--- src/hw/rtl/rsd_pkg.sv ---
package rsd_pkg;

  localparam int ADDR_BITS_DEF = 16;

  localparam int BYTE_W  = 8;
  localparam int ADDR_W  = 16;
  localparam int LEN_W   = 14;

  localparam logic [BYTE_W-1:0] OP_SHORT_RUN   = 8'h00;
  localparam logic [BYTE_W-1:0] OP_LONG_PREFIX = 8'h80;
  localparam logic [15:0]       LONG_STOP      = 16'h0000;

  typedef enum logic [2:0] {
    PH_OPCODE    = 3'd0,
    PH_DUMP      = 3'd1,
    PH_RUN_COUNT = 3'd2,
    PH_RUN_PIXEL = 3'd3,
    PH_LONG_LO   = 3'd4,
    PH_LONG_HI   = 3'd5
  } rsd_phase_t;

  typedef struct packed {
    logic [ADDR_W-1:0] write_address;
    logic [BYTE_W-1:0] fill_value;
    logic [LEN_W-1:0]  fill_length;
    logic              frame_end;
  } rsd_result_t;

endpackage

--- src/hw/rtl/rsd_parser.sv ---
module rsd_parser #(
  parameter int ADDR_BITS = rsd_pkg::ADDR_BITS_DEF
) (
  input  logic                        clk,
  input  logic                        rst_n,
  input  logic                        accept,
  input  logic [rsd_pkg::BYTE_W-1:0]  stream_byte,
  output logic                        res_valid,
  output rsd_pkg::rsd_result_t        res
);
  import rsd_pkg::*;

  rsd_phase_t          phase_r, phase_nxt;
  logic [LEN_W-1:0]    remaining_r, remaining_nxt;
  logic [BYTE_W-1:0]   low_byte_r, low_byte_nxt;
  logic [ADDR_BITS-1:0] dest_r, dest_nxt;

  logic [15:0]         long_word;
  logic [LEN_W-1:0]    remaining_dec;

  assign long_word     = {stream_byte, low_byte_r};
  assign remaining_dec = remaining_r - LEN_W'(1);

  // next state
  always_comb begin
    phase_nxt     = phase_r;
    remaining_nxt = remaining_r;
    low_byte_nxt  = low_byte_r;
    dest_nxt      = dest_r;
    unique case (phase_r)
      PH_DUMP: begin
        dest_nxt      = dest_r + ADDR_BITS'(1);
        remaining_nxt = remaining_dec;
        if (remaining_dec == '0) phase_nxt = PH_OPCODE;
      end
      PH_RUN_COUNT: begin
        remaining_nxt = LEN_W'(stream_byte);
        phase_nxt     = PH_RUN_PIXEL;
      end
      PH_RUN_PIXEL: begin
        dest_nxt      = dest_r + ADDR_BITS'(remaining_r);
        remaining_nxt = '0;
        phase_nxt     = PH_OPCODE;
      end
      PH_LONG_LO: begin
        low_byte_nxt = stream_byte;
        phase_nxt    = PH_LONG_HI;
      end
      PH_LONG_HI: begin
        phase_nxt = PH_OPCODE;
        if (long_word == LONG_STOP) begin
          dest_nxt = '0;
        end else if (!long_word[15]) begin
          dest_nxt = dest_r + ADDR_BITS'(long_word[14:0]);
        end else if (long_word[14]) begin
          remaining_nxt = long_word[LEN_W-1:0];
          phase_nxt     = PH_RUN_PIXEL;
        end else if (long_word[LEN_W-1:0] != '0) begin
          remaining_nxt = long_word[LEN_W-1:0];
          phase_nxt     = PH_DUMP;
        end
      end
      default: begin
        if (stream_byte == OP_SHORT_RUN) begin
          phase_nxt = PH_RUN_COUNT;
        end else if (!stream_byte[7]) begin
          remaining_nxt = LEN_W'(stream_byte);
          phase_nxt     = PH_DUMP;
        end else if (stream_byte == OP_LONG_PREFIX) begin
          phase_nxt = PH_LONG_LO;
        end else begin
          dest_nxt = dest_r + ADDR_BITS'(stream_byte[6:0]);
        end
      end
    endcase
  end

  // result
  always_comb begin
    res_valid         = 1'b0;
    res.write_address = ADDR_W'(dest_r);
    res.fill_value    = stream_byte;
    res.fill_length   = remaining_r;
    res.frame_end     = 1'b0;
    unique case (phase_r)
      PH_DUMP: begin
        res_valid       = accept;
        res.fill_length = LEN_W'(1);
      end
      PH_RUN_PIXEL: begin
        res_valid = accept && (remaining_r != '0);
      end
      PH_LONG_HI: begin
        if (long_word == LONG_STOP) begin
          res_valid       = accept;
          res.fill_value  = '0;
          res.fill_length = '0;
          res.frame_end   = 1'b1;
        end
      end
      default: begin
        res_valid = 1'b0;
      end
    endcase
  end

  always_ff @(posedge clk) begin
    if (!rst_n) begin
      phase_r     <= PH_OPCODE;
      remaining_r <= '0;
      low_byte_r  <= '0;
      dest_r      <= '0;
    end else if (accept) begin
      phase_r     <= phase_nxt;
      remaining_r <= remaining_nxt;
      low_byte_r  <= low_byte_nxt;
      dest_r      <= dest_nxt;
    end
  end

endmodule

--- src/hw/rtl/rsd_out_skid.sv ---
module rsd_out_skid (
  input  logic                  clk,
  input  logic                  rst_n,
  input  logic                  push,
  input  rsd_pkg::rsd_result_t  push_data,
  output logic                  can_take,
  output logic                  pop_valid,
  input  logic                  pop_ready,
  output rsd_pkg::rsd_result_t  pop_data
);
  import rsd_pkg::*;

  logic        main_valid_r, main_valid_nxt;
  logic        skid_valid_r, skid_valid_nxt;
  rsd_result_t main_r, main_nxt;
  rsd_result_t skid_r, skid_nxt;
  logic        pop;

  assign pop       = main_valid_r && pop_ready;
  assign can_take  = !skid_valid_r;
  assign pop_valid = main_valid_r;
  assign pop_data  = main_r;

  always_comb begin
    main_valid_nxt = main_valid_r;
    skid_valid_nxt = skid_valid_r;
    main_nxt       = main_r;
    skid_nxt       = skid_r;
    if (skid_valid_r) begin
      if (pop) begin
        main_nxt       = skid_r;
        skid_valid_nxt = 1'b0;
      end
    end else if (push) begin
      if (!main_valid_r || pop) begin
        main_nxt       = push_data;
        main_valid_nxt = 1'b1;
      end else begin
        skid_nxt       = push_data;
        skid_valid_nxt = 1'b1;
      end
    end else if (pop) begin
      main_valid_nxt = 1'b0;
    end
  end

  always_ff @(posedge clk) begin
    if (!rst_n) begin
      main_valid_r <= 1'b0;
      skid_valid_r <= 1'b0;
    end else begin
      main_valid_r <= main_valid_nxt;
      skid_valid_r <= skid_valid_nxt;
    end
  end

  always_ff @(posedge clk) begin
    main_r <= main_nxt;
    skid_r <= skid_nxt;
  end

endmodule

--- src/hw/rtl/run_skip_dump_rle_decoder.sv ---
// Frame-delta decoder for run/skip/dump streams. One compressed byte is taken
// per in_ transfer and turned into at most one fill descriptor (address, value,
// length) or an end marker with frame_end set. The parser state updates in the
// cycle the byte is taken; the descriptor is offered on out_ from a register.
// A byte can be taken every cycle: a two-entry output buffer holds results
// while out_ready is low, and in_ready drops only once both entries are full,
// so throughput is one byte per cycle whenever the sink keeps up. Addresses
// wrap modulo 2^ADDR_BITS and write_address shows the low 16 bits.
module run_skip_dump_rle_decoder #(
  parameter int ADDR_BITS = rsd_pkg::ADDR_BITS_DEF
) (
  input  logic                        clk,
  input  logic                        rst_n,
  input  logic                        in_valid,
  output logic                        in_ready,
  input  logic [rsd_pkg::BYTE_W-1:0]  in_stream_byte,
  output logic                        out_valid,
  input  logic                        out_ready,
  output logic [rsd_pkg::ADDR_W-1:0]  out_write_address,
  output logic [rsd_pkg::BYTE_W-1:0]  out_fill_value,
  output logic [rsd_pkg::LEN_W-1:0]   out_fill_length,
  output logic                        out_frame_end
);
  import rsd_pkg::*;

  logic        accept;
  logic        res_valid;
  rsd_result_t res;
  rsd_result_t out_res;

  assign accept = in_valid && in_ready;

  rsd_parser #(
    .ADDR_BITS (ADDR_BITS)
  ) u_parser (
    .clk         (clk),
    .rst_n       (rst_n),
    .accept      (accept),
    .stream_byte (in_stream_byte),
    .res_valid   (res_valid),
    .res         (res)
  );

  rsd_out_skid u_out (
    .clk       (clk),
    .rst_n     (rst_n),
    .push      (res_valid),
    .push_data (res),
    .can_take  (in_ready),
    .pop_valid (out_valid),
    .pop_ready (out_ready),
    .pop_data  (out_res)
  );

  assign out_write_address = out_res.write_address;
  assign out_fill_value    = out_res.fill_value;
  assign out_fill_length   = out_res.fill_length;
  assign out_frame_end     = out_res.frame_end;

endmodule

--- config.mk ---
export PLATFORM = sky130hd
export DESIGN_NAME = run_skip_dump_rle_decoder
export DESIGN_NICKNAME = d
export VERILOG_FILES = /design/src/hw/rtl/rsd_pkg.sv /design/src/hw/rtl/rsd_parser.sv /design/src/hw/rtl/rsd_out_skid.sv /design/src/hw/rtl/run_skip_dump_rle_decoder.sv
export SDC_FILE = /design/constraint.sdc
export NUM_CORES = 1
export LEC_CHECK = 0
export BUFFER_PORTS_ARGS = -buffer_cell sky130_fd_sc_hd__buf_4
export CAP_MARGIN = 10
export CORE_UTILIZATION = 50
export CTS_CLUSTER_DIAMETER = 200
export DETAILED_ROUTE_END_ITERATION = 10
export HOLD_SLACK_MARGIN = 0.12
export PLACE_DENSITY_LB_ADDON = 0.08
export SYNTH_ARGS = -nofsm -noshare
export SYNTH_HDL_FRONTEND = slang
export SYNTH_SLANG_ARGS = --single-unit
--- constraint.sdc ---
create_clock -name clk -period 16.3 [get_ports clk]
set_input_delay 3.26 -clock clk [delete_from_list [all_inputs] [get_ports clk]]
set_output_delay 3.26 -clock clk [all_outputs]
set_load 0.01 [all_outputs]
==> results by group, run 1 <==
Synth
  • Synthesized flop and latch total: ~120
  • Post-Synthesis Cells: approximately 680
  • Synth Area in Compound Gates: a little under a fifth
  • Synth Area in Adders: 6.34%
  • Sequential-to-total area share from yosys stat: between 40% and 50%
  • Post-synth EDFFs: 78
  • Cell Area, Synth: between 6000 and 7000 µm²
  • Synth Area in XOR/XNOR: 3.66%
  • Synth Area in Simple Gates: approximately 14%
  • Asr flop ratio synth: 0%
  • Syn avg cell area: between 10 and 15 µm²
  • Mux contribution to synthesized area: 8.06%
  • Post-synth cell types: between 60 and 70
  • Main combinational cell family by area after synthesis: compound AO/OA/AOI/OAI gates
  • Predominant post-synthesis flop cell: edfxtp_1
  • Syn nets: around 730
  • Synthesis Warnings: 0

Die
  • Die X-Extent: ~120 µm
  • Die area: between 10000 and 15000 µm²
  • Starting density of the core: approximately half
  • Ports: 53
  • Core Area: between 10000 and 15000 µm²
  • Rows: 42
  • Chip height: 120 µm

Placed design
  • PortBufs: 52
  • DP HPWL: 12800 µm
  • Placement-stage cell area: around 7500 µm²
  • Inst Count DP: about 880
  • Placer Congestion: ~0.92

CTS
  • Hold buffers post-CTS: 0
  • Clock transition at the registers of the reported paths: roughly 0.050 ns
  • H-Tree Level Count: 4
  • Post_cts resized: 0
  • Clock Tree Buf Depth: 2
  • CTS tree: built
  • Clk Latency, worst-skew pair: about 0.42 ns
  • CTS Buf Count: 17
  • CTS sink cnt: between 100 and 150
  • CTS root buffer: clkbuf_16
  • Post-CTS setup buffer count: 0

Power
  • Cell Pwr Density: ~110 nW/µm²
  • Seq pwr share: 40.0%
  • Total design power: 0.911 mW
  • Gate power share: 19.0%
  • Int Power: 0.642 mW
  • Sw frac: ~30%
  • Switch Pwr: around 0.27 mW
  • Maximum VDD drop: 66.5 µV
  • Pleak: ~3.3 nW
  • Clk network pwr share: between 40% and 50%

Hold path
  • Hold WC Path Type: reg2reg
  • Hold path endpoint: u_out.pop_data[32]$_DFFE_PP_
  • Hold_sp: u_out.skid_r[32]$_DFFE_PP_
  • Hold path cells: 1

Detailed routing
  • Initial drt markers: about 490
  • Residual DRC: 0
  • Drt via density: slightly above 6
  • Total detailed-routing wirelength: between 15000 and 20000 µm
  • Pre-Repair DR Iteration Count: 5
  • Avg WL per Cell: 19.6 µm
  • Post-route ant nets: 0
  • Vias after detailed routing: approximately 5600

STA
  • Hold Vio Cnt, Final: 0
  • Final Setup Violations: 0
  • Skew final: approximately 0.0076 ns
  • Setup TNS: 0 ns
  • Min Hold Slack: 0.540 ns
  • Final Max Tran Viols: 0
  • RSZ-0062 raised after global routing: false
  • Worst Max-Slew Pin Slew: ~0.85 ns
  • FMAX: 0.157 GHz
  • Period utilization: slightly below 40%
  • Relative slew margins: 43.3%
  • Tmin final: between 6 and 7 ns

Run status
  • Run status: finished, final reports clean

Critical path
  • CP cell instances: buf_4, or4_4, or4_4, or2_1, a21oi_2, o21ai_1, a22oi_2, buf_4
  • Max stage delay cell, worst path: a21oi_2
  • CP Class: in2reg
  • Critical path data required time: 16.36 ns
  • Critical path arrival: between 6 and 7 ns
  • CP endpoint kind: register
  • Worst R2R Path Depth: 11
  • Delay-heaviest family, CP: simple AND/OR/NAND/NOR gates
  • Critical R2R Capture: u_parser.dest_r[14]$_SDFFE_PN0P_
  • CP bufs+invs: 2
  • Startpoint class of the critical path: input pin
  • Reg2Reg Setup Slack: about 12 ns
  • CP peak stage delay: ~0.6 ns
  • WP depth: 8
  • Start of the worst register-to-register path: u_parser.phase_r[0]$_SDFFE_PN0P_
  • CP max FO: 39

Cells and area
  • Post-route cell area: slightly above 8000 µm²
  • Number of antenna diodes: 0
  • # fillers: 1139
  • Most common cell after layout, fill and taps aside: edfxtp_1
  • Area Growth Syn to Fin: 16.0%
  • Layout net count: between 700 and 800
  • Finished Layout Cells: slightly above 900
  • Most frequent cells in the layout: edfxtp_1, buf_4, nor2_1
  • Share of cells above drive strength 1: between 10% and 20%

Global routing
  • Pin count of the biggest net entering global routing: 40
  • Grt ovf: 0
  • First-pass GRT wire length: 28000 µm
  • GRT Resource Usage Total: about 26%
  • Number of global-route vias before repair: between 5000 and 6000
  • Antenna violations before repair: 0

Job
  • Max-Cap Viols: 0
-- registers in the layout (all words and copies together) (netlist names) --
signal                flops
u_out.skid_valid_r        1
u_parser.remaining_r     14
u_out.pop_valid           1
u_out.skid_r             39
u_out.pop_data           39
u_parser.dest_r          16
u_parser.phase_r          3
u_parser.low_byte_r       8
-- worst max path at each step --
stage | from | slack, ns | endpoint
final | in_stream_byte[2] | 9.93 | u_out.pop_data[30]$_DFFE_PP_
after global routing | in_stream_byte[2] | 9.76 | u_out.pop_data[30]$_DFFE_PP_
after CTS | in_stream_byte[2] | 9.97 | u_out.pop_data[30]$_DFFE_PP_
after detailed placement | in_stream_byte[2] | 9.52 | u_out.pop_data[27]$_DFFE_PP_
after global placement | in_stream_byte[2] | 9.62 | u_out.pop_data[27]$_DFFE_PP_
after floorplan | in_stream_byte[2] | 8.16 | u_out.skid_r[0]$_DFFE_PP_
-- cell usage after synthesis (10+ instances only) --
library cell	n	area share, %
a211oi_1	10	1.1
a21o_1	10	1.1
a21oi_1	35	2.5
a22oi_1	15	1.6
clkbuf_1	37	2.0
dfxtp_1	43	12
edfxtp_1	78	34
ha_1	32	5.8
inv_1	12	0.65
mux2_2	39	6.3
mux2i_1	12	1.7
nand2_1	54	2.9
nand3_1	10	0.72
nor2_1	55	3.0
nor2b_1	26	2.3
nor3_1	16	1.2
o21ai_0	49	3.5
xnor2_1	15	1.9
xor2_1	14	1.8
-- cell families after synthesis --
| logic type | count (synthesis) |
|---|---|
| simple gates | 204 |
| compound gates | 190 |
| flops | 121 |
| buf+inv | 53 |
| mux | 51 |
| fa+ha+maj | 34 |
| xor+xnor | 29 |
-- worst reg2reg max path: stages (launching register included) --
cell,delay (ns)
dfxtp_1,0.62
nor2b_1,0.56
a31oi_1,0.20
ha_1,0.29
fa_1,0.44
a211oi_1,0.31
o211ai_1,0.17
a41oi_1,0.33
o21ai_0,0.23
o31ai_1,0.27
mux2_2,0.36
a21boi_0,0.13
-- layout make-up --
type / instances / area [µm²] / area share (%)
multi-input cells: 508 / 3540 / 44.0
clock buffers: 17 / 425 / 5.28
clock inverters: 15 / 166 / 2.07
inverters: 12 / 45.0 / 0.559
repair buffers: 60 / 450 / 5.59
flip-flops and latches: 121 / 3200 / 39.8
well taps: 176 / 220 / 2.73
-- power groups by stage --
stage	combinational (mW)	clock (mW)	sequential, mW
floorplan	0.130	0	0.361
global placement	0.168	0	0.370
detailed placement	0.170	0	0.370
CTS	0.171	0.379	0.364
global route	0.191	0.391	0.366
finish	0.173	0.374	0.364
-- metal layers --
| layer | up-vias | share of wire, % | GRT usage (%) |
|---|---|---|---|
| met5 | - | 0 | 0 |
| met4 | 0 | 2.6 | 12.7 |
| met1 | 2644 | 47 | 37.6 |
| li1 | 2647 | - | - |
| met2 | 235 | 44 | 37.1 |
| met3 | 34 | 6.8 | 4.42 |
-- metrics by stage --
stage	utilization [%]	setup slack (ns)
3_3_place_gp	55.7	9.62
5_1_grt	60.1	9.76
6_report	60.1	9.93
3_5_place_dp	55.7	9.52
4_1_cts	60.1	9.97
2_1_floorplan	-	8.16
Note: power is estimated with default switching activity, not from simulation.
==> run 2: changes to the inputs <==
==> constraint.sdc (replaced) <==
create_clock -name clk -period 6.07 [get_ports clk]
set_input_delay 1.214 -clock clk [delete_from_list [all_inputs] [get_ports clk]]
set_output_delay 1.214 -clock clk [all_outputs]
set_load 0.01 [all_outputs]
==> run 2 against run 1 <==
  * Worst hold slack got worse by 0.016 ns
  * Total power increased to 2.7 times the previous value
  * Final area increased by 0.14%
  * Die area unchanged
  * Cell count decreased by 0.11%
  * Non-clock buffer count decreased by 1
  * Combinational power increased to 2.7 times the previous value
  * Critical endpoint is now u_out.skid_r[32]$_DFFE_PP_
  * Largest cell class unchanged
==> results by group, run 2 (synthesis results as in run 1) <==
Run status
  • Run status: finished, final reports clean

Power
  • Clk network pwr share: approximately 41%
  • Int Power: about 1.7 mW
  • Cell Pwr Density: about 300 nW/µm²
  • Maximum VDD drop: 155 µV
  • Sw frac: around 30%
  • Total design power: 2.45 mW
  • Pleak: about 3.3 nW
  • Seq pwr share: between 40% and 50%
  • Gate power share: about a fifth
  • Switch Pwr: between 0.7 and 0.8 mW

Placed design
  • Dpl ws: about 1.2 ns
  • DP HPWL: 13300 µm
  • Placer Congestion: ~0.93
  • Inst Count DP: between 800 and 900
  • Placement-stage cell area: about 7500 µm²
  • PortBufs: 52

Cells and area
  • Area Growth Syn to Fin: 16.2%
  • Layout net count: 765
  • Most common cell after layout, fill and taps aside: edfxtp_1
  • # fillers: between 1000 and 1500
  • Most frequent cells in the layout: edfxtp_1, buf_4, nor2_1
  • Final core area utilization: between 60% and 70%
  • Post-route cell area: 8070 µm²
  • Finished Layout Cells: a little over 900
  • Number of antenna diodes: 0
  • Register area: about 3200 µm²
  • Multi-input gate area: roughly 3600 µm²
  • Share of cells above drive strength 1: a little under a fifth

Hold path
  • Hold WC Path Type: reg2reg
  • Hold_sp: u_parser.dest_r[15]$_SDFFE_PN0P_
  • Hold path cells: 0
  • Hold path endpoint: u_out.skid_r[38]$_DFFE_PP_

Critical path
  • Cell mode on critical path: or4_4
  • Startpoint class of the critical path: input pin
  • Delay-heaviest family, CP: simple AND/OR/NAND/NOR gates
  • CP cell instances: buf_4, or4_4, or4_4, or2_1, a21oi_2, o21ai_1, nor3_4, buf_12
  • Max stage delay cell, worst path: or4_4
  • CP peak stage delay: 0.58 ns
  • Worst R2R Path Depth: 11
  • Critical R2R Capture: u_parser.dest_r[14]$_SDFFE_PN0P_
  • Critical path arrival: between 4 and 5 ns
  • Start of the worst register-to-register path: u_parser.phase_r[0]$_SDFFE_PN0P_
  • CP bufs+invs: 2
  • CP max FO: 30
  • CP endpoint kind: register
  • Reg2Reg Setup Slack: between 1.5 and 2 ns
  • Critical path data required time: a little over 6 ns
  • CP Class: in2reg

Global routing
  • Antenna violations before repair: 0
  • Pin count of the biggest net entering global routing: 40
  • First-pass GRT wire length: between 20000 and 30000 µm
  • Grt ovf: 0
  • GRT Resource Usage Total: 27.2%
  • Number of global-route vias before repair: 5372

Die
  • Rows: 42
  • Ports: 53
  • Core Area: roughly 13000 µm²
  • Die area: about 14000 µm²
  • Starting density of the core: roughly half
  • Die X-Extent: between 100 and 150 µm
  • Chip height: around 120 µm

CTS
  • Post-CTS setup buffer count: 0
  • CTS sink cnt: ~120
  • CTS root buffer: clkbuf_16
  • Hold buffers post-CTS: 0
  • CTS Buf Count: 17
  • Clock Tree Buf Depth: 2
  • Clk Latency, worst-skew pair: between 0.4 and 0.5 ns
  • H-Tree Level Count: 4
  • CTS tree: built
  • Clock transition at the registers of the reported paths: roughly 0.060 ns
  • Post_cts resized: 0

STA
  • Period utilization: just over 70%
  • Setup TNS: 0 ns
  • Skew final: roughly 0.011 ns
  • Final Max Tran Viols: 0
  • RSZ-0062 raised after global routing: false
  • Hold Vio Cnt, Final: 0
  • Min Hold Slack: about 0.52 ns
  • Final WS setup: around 1.7 ns
  • Worst Max-Slew Pin Slew: around 1.1 ns
  • Tmin final: approximately 4.4 ns
  • Relative slew margins: 24.0%
  • FMAX: between 0.2 and 0.25 GHz
  • Final Setup Violations: 0

Detailed routing
  • Total detailed-routing wirelength: between 15000 and 20000 µm
  • Vias after detailed routing: 5538
  • Residual DRC: 0
  • Avg WL per Cell: just over 20 µm
  • Pre-Repair DR Iteration Count: 5
  • Drt via density: 6.10
  • Initial drt markers: around 550
  • Post-route ant nets: 0

Job
  • Max-Cap Viols: 0
[run 2: cell types whose count changed in the layout (fill, tap and decap cells not counted)]
cell,previous run,this run
buf_12,0,1
buf_4,60,58
clkinv_1,0,1
clkinv_2,1,0
clkinvlp_4,5,4
inv_6,4,5
nor3_2,1,0
nor3_4,0,1
[run 2: per-layer routing]
| layer | up-vias | GRT usage, % | wire length [µm] |
|---|---|---|---|
| li1 | 2643 | - | - |
| met1 | 2654 | 36.6 | 8550 |
| met2 | 205 | 41.3 | 8480 |
| met3 | 36 | 5.51 | 1090 |
| met4 | 0 | 14.1 | 536 |
| met5 | - | 0 | 0 |
[run 2: area by class of cell]
| cell class | instances | share of cell area [%] |
|---|---|---|
| sequential | 121 | 39.7 |
| tap | 176 | 2.73 |
| clock inverter | 15 | 2.06 |
| timing repair buffer | 59 | 5.65 |
| multi-input combinational | 508 | 44.0 |
| inverter | 12 | 0.558 |
| clock buffer | 17 | 5.27 |
[run 2: worst register-to-register path, delay by kind of cell, from the launching register on]
kind,cells,cell delay (ns)
flops,1,0.62
fa+ha+maj,2,0.75
mux,1,0.36
compound gates,7,1.79
simple gates,1,0.61
[run 2: how the worst max path moves through the flow]
stage	end	slack [ns]	cells after the start	start
2_1_floorplan	u_out.pop_data[0]$_DFFE_PP_	0.70	6	in_stream_byte[2]
3_3_place_gp	u_out.skid_r[29]$_DFFE_PP_	1.38	8	in_stream_byte[2]
3_5_place_dp	u_out.skid_r[28]$_DFFE_PP_	1.24	8	in_stream_byte[2]
4_1_cts	u_out.skid_r[32]$_DFFE_PP_	1.68	8	in_stream_byte[2]
5_1_grt	u_out.skid_r[35]$_DFFE_PP_	1.52	8	in_stream_byte[2]
6_report	u_out.skid_r[32]$_DFFE_PP_	1.71	8	in_stream_byte[2]
[run 2: power by group through the flow]
stage                     Sequential (mW)  Clock (mW)  Combinational (mW)
after floorplan                     0.969           0               0.350
after global placement              0.994           0               0.450
after detailed placement            0.995           0               0.457
after CTS                           0.978        1.02               0.462
after global routing                0.985        1.06               0.515
final                               0.979        1.01               0.466
==> run 3: changes to the inputs <==
==> constraint.sdc (replaced) <==
create_clock -name clk -period 3.6 [get_ports clk]
set_input_delay 0.72 -clock clk [delete_from_list [all_inputs] [get_ports clk]]
set_output_delay 0.72 -clock clk [all_outputs]
set_load 0.01 [all_outputs]
==> run 3 against run 2 <==
  * Non-clock buffer count grew 12
  * Cell count rose by 1.3%
  * Setup slack lost 1.5 ns
  * Largest cell class unchanged
  * Critical endpoint is now u_parser.dest_r[14]$_SDFFE_PN0P_
==> results by group, run 3 (synthesis results as in run 1) <==
Power
  • Cell Pwr Density: roughly 500 nW/µm²
  • Seq pwr share: between 30% and 40%
  • Pleak: between 3 and 4 nW
  • Maximum VDD drop: 287 µV
  • Switch Pwr: 1.19 mW
  • Sw frac: between 20% and 30%
  • Gate power share: 20.0%
  • Int Power: between 2 and 3 mW
  • Clk network pwr share: roughly two fifths

Critical path
  • CP cell instances: nor2b_1, a31oi_1, ha_1, fa_1, a211oi_1, o211ai_1, a41oi_2, o21ai_0, o31ai_1, mux2_2, a21boi_0
  • Critical path data required time: 3.93 ns
  • CP max FO: 5
  • CP endpoint kind: register
  • Worst R2R Path Depth: 11
  • Startpoint class of the critical path: register
  • CP Class: reg2reg
  • Critical R2R Capture: u_parser.dest_r[14]$_SDFFE_PN0P_
  • Max stage delay cell, worst path: fa_1
  • Critical path arrival: around 3.7 ns
  • CP peak stage delay: 0.44 ns
  • Reg2Reg Setup Slack: 0.20 ns
  • Start of the worst register-to-register path: u_parser.phase_r[0]$_SDFFE_PN0P_

Die
  • Core Area: about 13000 µm²
  • Rows: 42
  • Die X-Extent: 120 µm
  • Die area: approximately 14000 µm²
  • Starting density of the core: 51.8%
  • Chip height: approximately 120 µm
  • Ports: 53

CTS
  • CTS sink cnt: 121
  • Post-CTS setup buffer count: 0
  • Clk Latency, worst-skew pair: 0.42 ns
  • H-Tree Level Count: 4
  • Clock transition at the registers of the reported paths: around 0.060 ns
  • Clock Tree Buf Depth: 2
  • CTS root buffer: clkbuf_16
  • CTS tree: built
  • CTS Buf Count: 17

Cells and area
  • Area Growth Syn to Fin: 17.9%
  • Multi-input gate area: 3580 µm²
  • Most frequent cells in the layout: edfxtp_1, buf_4, nor2_1
  • Finished Layout Cells: between 900 and 1000
  • Final core area utilization: 61.1%
  • Share of cells above drive strength 1: a little over a fifth
  • Most common cell after layout, fill and taps aside: edfxtp_1
  • Post-route cell area: slightly above 8000 µm²
  • Number of antenna diodes: 0
  • # fillers: between 1000 and 1500
  • Layout net count: 777
  • Register area: approximately 3200 µm²

Placed design
  • PortBufs: 52
  • DP HPWL: 13100 µm
  • Placer Congestion: 0.910
  • Placement-stage cell area: approximately 7600 µm²
  • Inst Count DP: ~900

STA
  • FMAX: approximately 0.29 GHz
  • Setup TNS: 0 ns
  • Hold Vio Cnt, Final: 0
  • Skew final: ~0.01 ns
  • Final Max Tran Viols: 0
  • Period utilization: a little over nine tenths
  • RSZ-0062 raised after global routing: false
  • Tmin final: about 3.4 ns
  • Relative slew margins: just under 40%
  • Final Setup Violations: 0
  • Worst Max-Slew Pin Slew: roughly 0.91 ns

Hold path
  • Hold path cells: 2
  • Hold_sp: u_out.skid_r[2]$_DFFE_PP_
  • Hold WC Path Type: reg2reg
  • Hold path endpoint: u_out.pop_data[2]$_DFFE_PP_

Global routing
  • First-pass GRT wire length: 28800 µm
  • Grt ovf: 0
  • Antenna violations before repair: 0
  • Number of global-route vias before repair: between 5000 and 6000
  • Pin count of the biggest net entering global routing: 40
  • GRT Resource Usage Total: between 20% and 30%

Detailed routing
  • Drt via density: 6.17
  • Post-route ant nets: 0
  • Initial drt markers: 590
  • Pre-Repair DR Iteration Count: 5
  • Total detailed-routing wirelength: between 15000 and 20000 µm
  • Vias after detailed routing: 5676
  • Avg WL per Cell: between 20 and 25 µm
  • Residual DRC: 0

Job
  • Max-Cap Viols: 0

Run status
  • Run status: finished, final reports clean
-- run 3: layout make-up --
class	instances	area share (%)
Timing Repair Buffer	71	6.81
Clock inverter	15	1.86
Inverter	12	0.550
Tap cell	176	2.69
Multi-Input combinational cell	508	43.8
Clock buffer	17	5.19
Sequential cell	121	39.1
-- run 3: worst max path at each step --
stage,start,to,slack (ns),cells past startpoint
after global placement,in_stream_byte[0],u_parser.dest_r[14]$_SDFFE_PN0P_,0.09,12
after detailed placement,in_stream_byte[0],u_parser.dest_r[14]$_SDFFE_PN0P_,0.1,12
after floorplan,in_stream_byte[2],u_out.pop_data[0]$_DFFE_PP_,-0.28,6
final,u_parser.phase_r[0]$_SDFFE_PN0P_,u_parser.dest_r[14]$_SDFFE_PN0P_,0.20,11
after CTS,u_parser.phase_r[0]$_SDFFE_PN0P_,u_parser.dest_r[14]$_SDFFE_PN0P_,0.23,11
after global routing,u_parser.phase_r[0]$_SDFFE_PN0P_,u_parser.dest_r[14]$_SDFFE_PN0P_,0.07,11
-- run 3: power groups by stage --
stage	Combinational, mW	Clock (mW)	Sequential [mW]
after CTS	0.811	1.66	1.64
final	0.823	1.65	1.64
after floorplan	0.595	0	1.63
after global placement	0.792	0	1.66
after global routing	0.903	1.73	1.64
after detailed placement	0.804	0	1.66
-- run 3: critical path, delay by kind of cell, from the launching register on --
family / cells / cell delay [ns]
AO/OA/AOI/OAI: 7 / 1.61
adder cells (fa/ha/maj): 2 / 0.70
flip-flops: 1 / 0.41
multiplexers: 1 / 0.36
AND/OR/NAND/NOR: 1 / 0.23
-- run 3: what timing repair did --
action / 4_1_cts / 5_1_grt
hold buffers: 0 / 0
resized for setup: 0 / 1
hold endpoints to repair: 0 / 0
endpoints found under the setup margin: 0 / 1
-- run 3: per-layer routing --
layer	up-vias	track usage (%)	share of wire, %
met3	31	5.32	6.6
met5	-	0	0
met1	2738	37.5	46
met2	229	41.1	46
met4	0	9.45	1.8
li1	2678	-	-
-- run 3: per-stage QoR --
step	hold WS [ns]	total power, mW	setup slack (ns)
after floorplan	0.466	2.23	-0.282
after global placement	0.504	2.46	0.0914
after detailed placement	0.523	2.47	0.0971
after CTS	0.534	4.11	0.229
after global routing	0.543	4.28	0.0720
final	0.529	4.11	0.198
